[config.mk]
export PLATFORM = sky130hd
export DESIGN_NAME = i2c_master_register_transfer_sequencer_unit
export DESIGN_NICKNAME = d
export VERILOG_FILES = /design/src/rtl/core/i2cs_pkg.sv /design/src/rtl/core/i2cs_core.sv /design/src/rtl/core/i2c_master_register_transfer_sequencer_unit.sv
export SDC_FILE = /design/constraint.sdc
export NUM_CORES = 1
export LEC_CHECK = 0
export BUFFER_PORTS_ARGS = -buffer_cell sky130_fd_sc_hd__buf_2
export CAP_MARGIN = 0
export CORE_MARGIN = 8
export CORE_UTILIZATION = 56
export DETAILED_ROUTE_END_ITERATION = 8
export MAX_ROUTING_LAYER = met4
export PLACE_DENSITY = 0.8
export SKIP_LAST_GASP = 1
export SLEW_MARGIN = 20
export SYNTH_ARGS = -nofsm -noshare
export SYNTH_HDL_FRONTEND = slang
export SYNTH_SLANG_ARGS = --single-unit
[constraint.sdc]
create_clock -name clk -period 3.42 [get_ports clk]
set_input_delay 0.171 -clock clk [delete_from_list [all_inputs] [get_ports clk]]
set_output_delay 0.171 -clock clk [all_outputs]
set_load 0.005 [all_outputs]
[src/rtl/core/i2cs_pkg.sv]
`default_nettype none
// ----------------------------------------------------------------------------
// i2cs_pkg: shared types for the I2C register transfer sequencer
// Holds the event codes, the request/event item and the action result record.
// ----------------------------------------------------------------------------
package i2cs_pkg;

	// Request and bus event codes
	typedef enum logic [2:0] {
		FN_WRITE_REQ  = 3'd0,
		FN_READ_REQ   = 3'd1,
		FN_START_SENT = 3'd2,
		FN_TX_ADDR_ACK = 3'd3,
		FN_TX_EMPTY   = 3'd4,
		FN_BYTE_DONE  = 3'd5,
		FN_RX_ADDR_ACK = 3'd6,
		FN_BYTE_RECV  = 3'd7
	} func_t;

	// One request or bus event
	typedef struct packed {
		func_t       func;
		logic [7:0]  slave_addr;
		logic [7:0]  reg_addr;
		logic [15:0] length;
		logic [7:0]  data_byte;
	} item_t;

	// Actions for the bus engine from one transaction
	typedef struct packed {
		logic        accepted;
		logic        busy_res;
		logic        send_start;
		logic        send_addr;
		logic [7:0]  addr_byte;
		logic        send_byte;
		logic [7:0]  tx_byte;
		logic        nack_next;
		logic        send_stop;
		logic        store_valid;
		logic [7:0]  rx_byte;
		logic [15:0] buf_index;
	} result_t;

endpackage
`default_nettype wire

[src/rtl/core/i2cs_core.sv]
`default_nettype none
// ----------------------------------------------------------------------------
// i2cs_core: transfer state and per-event decision logic
// Keeps the transfer context and turns one item into the engine actions.
// The context updates only when the item moves on to the result register.
// ----------------------------------------------------------------------------
module i2cs_core (
	input  wire                clk,
	input  wire                arst_n,
	input  wire                advance,
	input  i2cs_pkg::item_t    item,
	output i2cs_pkg::result_t  result
);
	import i2cs_pkg::*;

	logic        active_q, is_read_q, rx_phase_q;
	logic [7:0]  slave_id_q, reg_byte_q;
	logic [15:0] position_q, total_len_q;

	logic        active_d, is_read_d, rx_phase_d;
	logic [7:0]  slave_id_d, reg_byte_d;
	logic [15:0] position_d, total_len_d;

	logic [15:0] last_idx;
	logic [15:0] pos_inc;

	assign last_idx = total_len_q - 16'd1;
	assign pos_inc  = position_q + 16'd1;

	// Decide actions and next context for the current item
	always_comb begin
		result      = '0;
		active_d    = active_q;
		is_read_d   = is_read_q;
		rx_phase_d  = rx_phase_q;
		slave_id_d  = slave_id_q;
		reg_byte_d  = reg_byte_q;
		position_d  = position_q;
		total_len_d = total_len_q;

		if (item.func inside {FN_WRITE_REQ, FN_READ_REQ}) begin
			// take a request only when idle and non-empty
			if (!active_q && item.length != 16'd0) begin
				active_d          = 1'b1;
				is_read_d         = (item.func == FN_READ_REQ);
				rx_phase_d        = 1'b0;
				slave_id_d        = item.slave_addr;
				reg_byte_d        = item.reg_addr;
				position_d        = 16'd0;
				total_len_d       = item.length;
				result.accepted   = 1'b1;
				result.send_start = 1'b1;
			end
		end else if (active_q) begin
			if (item.func == FN_START_SENT) begin
				result.send_addr = 1'b1;
				result.addr_byte = {slave_id_q[7:1], rx_phase_q};
			end else if (!rx_phase_q) begin
				case (item.func)
					FN_TX_ADDR_ACK: begin
						result.send_byte = 1'b1;
						result.tx_byte   = reg_byte_q;
					end
					FN_TX_EMPTY: begin
						if (!is_read_q && position_q < total_len_q) begin
							result.send_byte = 1'b1;
							result.tx_byte   = item.data_byte;
							result.buf_index = position_q;
							position_d       = pos_inc;
						end
					end
					FN_BYTE_DONE: begin
						if (is_read_q) begin
							// turn around with a repeated start
							rx_phase_d        = 1'b1;
							result.send_start = 1'b1;
						end else begin
							result.nack_next = 1'b1;
							result.send_stop = 1'b1;
							active_d         = 1'b0;
						end
					end
					default: begin
					end
				endcase
			end else begin
				case (item.func)
					FN_RX_ADDR_ACK: begin
						// single-byte read: NACK at once
						if (position_q == last_idx) begin
							result.nack_next = 1'b1;
							result.send_stop = 1'b1;
						end
					end
					FN_BYTE_RECV: begin
						result.store_valid = 1'b1;
						result.rx_byte     = item.data_byte;
						result.buf_index   = position_q;
						position_d         = pos_inc;
						if (pos_inc == last_idx) begin
							result.nack_next = 1'b1;
							result.send_stop = 1'b1;
						end else if (pos_inc >= total_len_q) begin
							rx_phase_d = 1'b0;
							active_d   = 1'b0;
						end
					end
					default: begin
					end
				endcase
			end
		end

		result.busy_res = active_d;
	end

	// Hold the transfer context, advance it with each transaction
	always_ff @(posedge clk or negedge arst_n) begin
		if (!arst_n) begin
			active_q    <= 1'b0;
			is_read_q   <= 1'b0;
			rx_phase_q  <= 1'b0;
			slave_id_q  <= '0;
			reg_byte_q  <= '0;
			position_q  <= '0;
			total_len_q <= '0;
		end else if (advance) begin
			active_q    <= active_d;
			is_read_q   <= is_read_d;
			rx_phase_q  <= rx_phase_d;
			slave_id_q  <= slave_id_d;
			reg_byte_q  <= reg_byte_d;
			position_q  <= position_d;
			total_len_q <= total_len_d;
		end
	end

endmodule
`default_nettype wire

[src/rtl/core/i2c_master_register_transfer_sequencer_unit.sv]
`default_nettype none
// ----------------------------------------------------------------------------
// i2c_master_register_transfer_sequencer_unit: I2C register transfer sequencer
// Sequences register-addressed master writes and reads over a byte engine.
// ----------------------------------------------------------------------------
// Each request or bus event yields exactly one result: the accepting edge loads the
// input register, and the result register loads from it once no stalled result
// holds it. One transaction is taken per clock; the throughput is set only by
// the result register draining, so a stalled result blocks a new transaction
// only once the input register is also full.
module i2c_master_register_transfer_sequencer_unit (
	input  wire         clk,
	input  wire         arst_n,
	input  wire         req_valid,
	output logic        req_stall,
	input  wire  [2:0]  func,
	input  wire  [7:0]  slave_addr,
	input  wire  [7:0]  reg_addr,
	input  wire  [15:0] length,
	input  wire  [7:0]  data_byte,
	output logic        res_valid,
	input  wire         res_stall,
	output logic        accepted,
	output logic        busy_res,
	output logic        send_start,
	output logic        send_addr,
	output logic [7:0]  addr_byte,
	output logic        send_byte,
	output logic [7:0]  tx_byte,
	output logic        nack_next,
	output logic        send_stop,
	output logic        store_valid,
	output logic [7:0]  rx_byte,
	output logic [15:0] buf_index
);
	import i2cs_pkg::*;

	logic    valid_s1, valid_s2;
	item_t   item_s1;
	result_t res_s2, res_next;
	logic    s2_free, advance;

	assign s2_free   = !valid_s2 || !res_stall;
	assign advance   = valid_s1 && s2_free;
	assign req_stall = valid_s1 && !s2_free;

	// Capture the incoming transaction
	always_ff @(posedge clk or negedge arst_n) begin
		if (!arst_n) begin
			valid_s1 <= 1'b0;
		end else if (req_valid && !req_stall) begin
			valid_s1 <= 1'b1;
		end else if (advance) begin
			valid_s1 <= 1'b0;
		end
	end

	always_ff @(posedge clk) begin
		if (req_valid && !req_stall) begin
			item_s1 <= '{func: func_t'(func), slave_addr: slave_addr,
				reg_addr: reg_addr, length: length, data_byte: data_byte};
		end
	end

	i2cs_core u_core (
		.clk     (clk),
		.arst_n  (arst_n),
		.advance (advance),
		.item    (item_s1),
		.result  (res_next)
	);

	// Hold the result until taken
	always_ff @(posedge clk or negedge arst_n) begin
		if (!arst_n) begin
			valid_s2 <= 1'b0;
		end else if (advance) begin
			valid_s2 <= 1'b1;
		end else if (!res_stall) begin
			valid_s2 <= 1'b0;
		end
	end

	always_ff @(posedge clk) begin
		if (advance) begin
			res_s2 <= res_next;
		end
	end

	assign res_valid   = valid_s2;
	assign accepted    = res_s2.accepted;
	assign busy_res    = res_s2.busy_res;
	assign send_start  = res_s2.send_start;
	assign send_addr   = res_s2.send_addr;
	assign addr_byte   = res_s2.addr_byte;
	assign send_byte   = res_s2.send_byte;
	assign tx_byte     = res_s2.tx_byte;
	assign nack_next   = res_s2.nack_next;
	assign send_stop   = res_s2.send_stop;
	assign store_valid = res_s2.store_valid;
	assign rx_byte     = res_s2.rx_byte;
	assign buf_index   = res_s2.buf_index;

endmodule
`default_nettype wire

==> flow_metrics.env <==
export IMPL_core_area_sq_mm=0.01257
export IMPL_ff2ff_path_depth=9
export IMPL_dp_hpwl_um=12560
export IMPL_num_nets_final=841
export IMPL_status="finished clean"
export IMPL_ys_ff_latch=141
export IMPL_finalSetupTns_ns=0
export IMPL_wl_um=17390
export IMPL_start_kind="flip-flop"
export IMPL_routed_top_layer="met4"
export IMPL_die_w_um=129.2
export IMPL_placed_cell_area_sq_mm=0.007986
export IMPL_wl_met2_um=8378
export IMPL_syn_area_per_cell_sq_um=12.00
export IMPL_synth_area_leaders="edfxtp_1 (37%), dfrtp_1 (18%), ha_1 (5.9%)"
export IMPL_netlist_cell_type_count=62
export IMPL_tightestPinTransition_ns=1.000
export IMPL_synthTopCellsByCount="edfxtp_1 (89), dfrtp_1 (52), xnor2_1 (37)"
export IMPL_clk_path_buf_depth=2
export IMPL_synth_fa_ha_area_share_pct=5.927
export IMPL_fmax_mhz=316.7
export IMPL_critical_path_required_ns=3.71
export IMPL_wl_met3_um=1159
export IMPL_ff2ff_setup_slack_ns=0.26
export IMPL_async_reset_ff_share_pct=36.88
export IMPL_pwr_share_comb_pct=29.6
export IMPL_final_area_sq_mm=0.008992
export IMPL_internal_power_mw=3.897
export IMPL_initial_utilization_pct=57.10
export IMPL_insertion_delay_ns=0.43
export IMPL_finalHoldViolations=0
export IMPL_switchingPower_mw=1.931
export IMPL_routabilityCongestion=0.9305
export IMPL_grt_pass1_vias=5191
export IMPL_cts_clk_slew_worst_paths_ns=0.06
export IMPL_port_buffers=95
export IMPL_drive_gt1_share_pct=26.65
export IMPL_syn2layout_area_growth_pct=25.30
export IMPL_hold_path_class="in -> async"
export IMPL_switching_share_pct=33.13
export IMPL_synth_top_family_by_area="simple AND/OR/NAND/NOR gates"
export IMPL_synth_simple_area_share_pct=14.17
export IMPL_die_y_um=129.2
export IMPL_drt_first_pass_iters=6
export IMPL_io_pins=97
export IMPL_p_per_area_mw_per_mm2=648.1
export IMPL_postCtsSetupRepairBufs=0
export IMPL_tritoncts="yes"
export IMPL_skew_ns=0.007061
export IMPL_synth_most_common_cell="edfxtp_1"
export IMPL_synth_top_area_share_pct=37.24
export IMPL_grt_antenna_before_repair=0
export IMPL_synth_edf_count=89
export IMPL_ir_drop_uv=598.4
export IMPL_slew_violations=0
export IMPL_wl_per_cell_um=18.41
export IMPL_drc=0
export IMPL_syn_num_nets=679
export IMPL_clock_sink_count=141
export IMPL_core_rowCount=41
export IMPL_synthFlopType="edfxtp_1"
export IMPL_wl_met1_um=7615
export IMPL_worst_path_max_fanout=8
export IMPL_period_needed_ns=3.158
export IMPL_hold_worst_slack_ns=0.3006
export IMPL_utilization_pct=71.55
export IMPL_rsz0062_at_grt="no"
export IMPL_num_vias=5317
export IMPL_setup_violations=0
export IMPL_worst_setup_path_end_kind="flip-flop"
export IMPL_finalCritPeriodShare_pct=92.34
export IMPL_grt_total_usage_pct=21.64
export IMPL_criticalPathCategory="reg -> reg"
export IMPL_overflow=0
export IMPL_synth_seq_area_share_pct=55.37
export IMPL_die_area_sq_mm=0.01669
export IMPL_max_slew_margin_pct=33.32
export IMPL_worst_ep_arrival_time_ns=3.45
export IMPL_cts_buffers=17
export IMPL_post_drt_via_cell_ratio=5.626
export IMPL_grt_max_degree=49
export IMPL_clock_power_share_pct=29.0
export IMPL_synth_largest_area_cell="edfxtp_1"
export IMPL_cap_violations=0
export IMPL_drt_iter0_drc=403
export IMPL_n_antenna_cell=0
export IMPL_cts_root_buffer="clkbuf_16"
export IMPL_synth_xor_area_share_pct=6.485
export IMPL_ys_warn_count=0
export IMPL_ant_nets=0
export IMPL_grt_pass1_wl_um=26440
export IMPL_netlist_area_sq_mm=0.007177
export IMPL_synthCells=598
export IMPL_p_seq_share_pct=41.4
export IMPL_p_leak_nw=3.786
export IMPL_synthMuxAreaShare_pct=5.474
export IMPL_htreeDepth=4
export IMPL_synth_compound_area_share_pct=9.188
[state kept, by name, summed over array words and instances, names as in the netlist, 7 cells and up]
name,cells
item_s1,42
buf_index,16
u_core.position_q,16
u_core.total_len_q,16
addr_byte,8
rx_byte,8
tx_byte,8
u_core.reg_byte_q,8
u_core.slave_id_q,7
[per-stage QoR]
step | power (mW) | worst slack (ns) | cells
2_1_floorplan | 3.597 | 0.3407 | 598
3_3_place_gp | 4.018 | 0.2601 | 868
3_5_place_dp | 4.086 | 0.1723 | 868
4_1_cts | 5.831 | 0.06032 | 945
5_1_grt | 6.129 | 0.04687 | 945
6_report | 5.828 | 0.2620 | 945
[critical path, stage by stage (launching register included)]
cell     delay [ns]
dfrtp_1        0.46
or3_1          0.52
xnor2_1        0.34
xnor2_1        0.15
or4b_2         0.61
nor3_1         0.21
nand4_1        0.18
nor3_1         0.26
or3_1          0.18
and2_1         0.13
[power groups by stage]
stage / sequential [mW] / clock [mW] / combinational [mW]
detailed placement: 2.43 / 0 / 1.65
global route: 2.45 / 1.78 / 1.90
floorplan: 2.32 / 0 / 1.28
finish: 2.41 / 1.69 / 1.73
CTS: 2.40 / 1.71 / 1.71
global placement: 2.41 / 0 / 1.61
[cell usage in the layout, fill, tap and decap left out, types with 5 or more instances in the layout]
cell type	n
o21ai_0	19
nor2b_1	8
a21o_1	5
nor3_1	18
inv_1	31
nand4_1	6
a21oi_1	15
nor2_1	28
mux2_2	34
clkbuf_16	17
nand3_1	9
xor2_1	11
nand2b_1	6
a22oi_1	9
buf_2	95
and2_1	30
buf_4	32
ha_1	34
o211ai_1	7
edfxtp_1	89
a22o_1	9
nand2_1	27
dfrtp_1	52
or3_1	9
inv_6	7
nor4_1	15
xnor2_1	37
dlygate4sd3_1	45
[per-layer routing]
layer	vias to the layer above	GRT usage, %
li1	2526	-
met3	20	5.136
met2	205	34.04
met1	2566	26.76
met4	0	8.017
met5	-	-
[final cells by class]
type,count,area [sq um]
Multi-Input combinational cell,396,2969
Tap cell,172,215.2
Timing Repair Buffer,172,1166
Clock inverter,13,105.1
Inverter,32,120.1
Sequential cell,141,3974
Clock buffer,19,442.9
Fill cell,866,3576
[logic make-up (layout without fill, tap and decap cells)]
logic type                 count (synthesis)  count (layout)
AOI/OAI and AO/OA                         95              95
xor gates and xnor gates                  50              50
adders and majority gates                 34              34
buffers and inverters                     61             236
DFF                                      141             141
muxes                                     35              35
and+or+nand+nor                          182             182
[worst paths after layout]
path,startpoint,endpoint
max in group asynchronous,arst_n,u_core.reg_byte_q[2]$_DFFE_PN0P_
worst min register to register,item_s1[25]$_DFFE_PP_,u_core.reg_byte_q[1]$_DFFE_PN0P_
worst min-delay path,arst_n,u_core.total_len_q[4]$_DFFE_PN0P_
worst max-delay path,u_core.total_len_q[2]$_DFFE_PN0P_,busy_res$_DFFE_PP_
min in group clk,slave_addr[6],item_s1[38]$_DFFE_PP_
worst max register to register,u_core.total_len_q[2]$_DFFE_PN0P_,busy_res$_DFFE_PP_
[what timing repair did]
item,CTS,global route
endpoints found under the setup margin,0,1
hold buffers,45,0
hold endpoints to repair,69,0
gates resized for setup,0,1
Note: power is estimated with default switching activity, not from simulation.
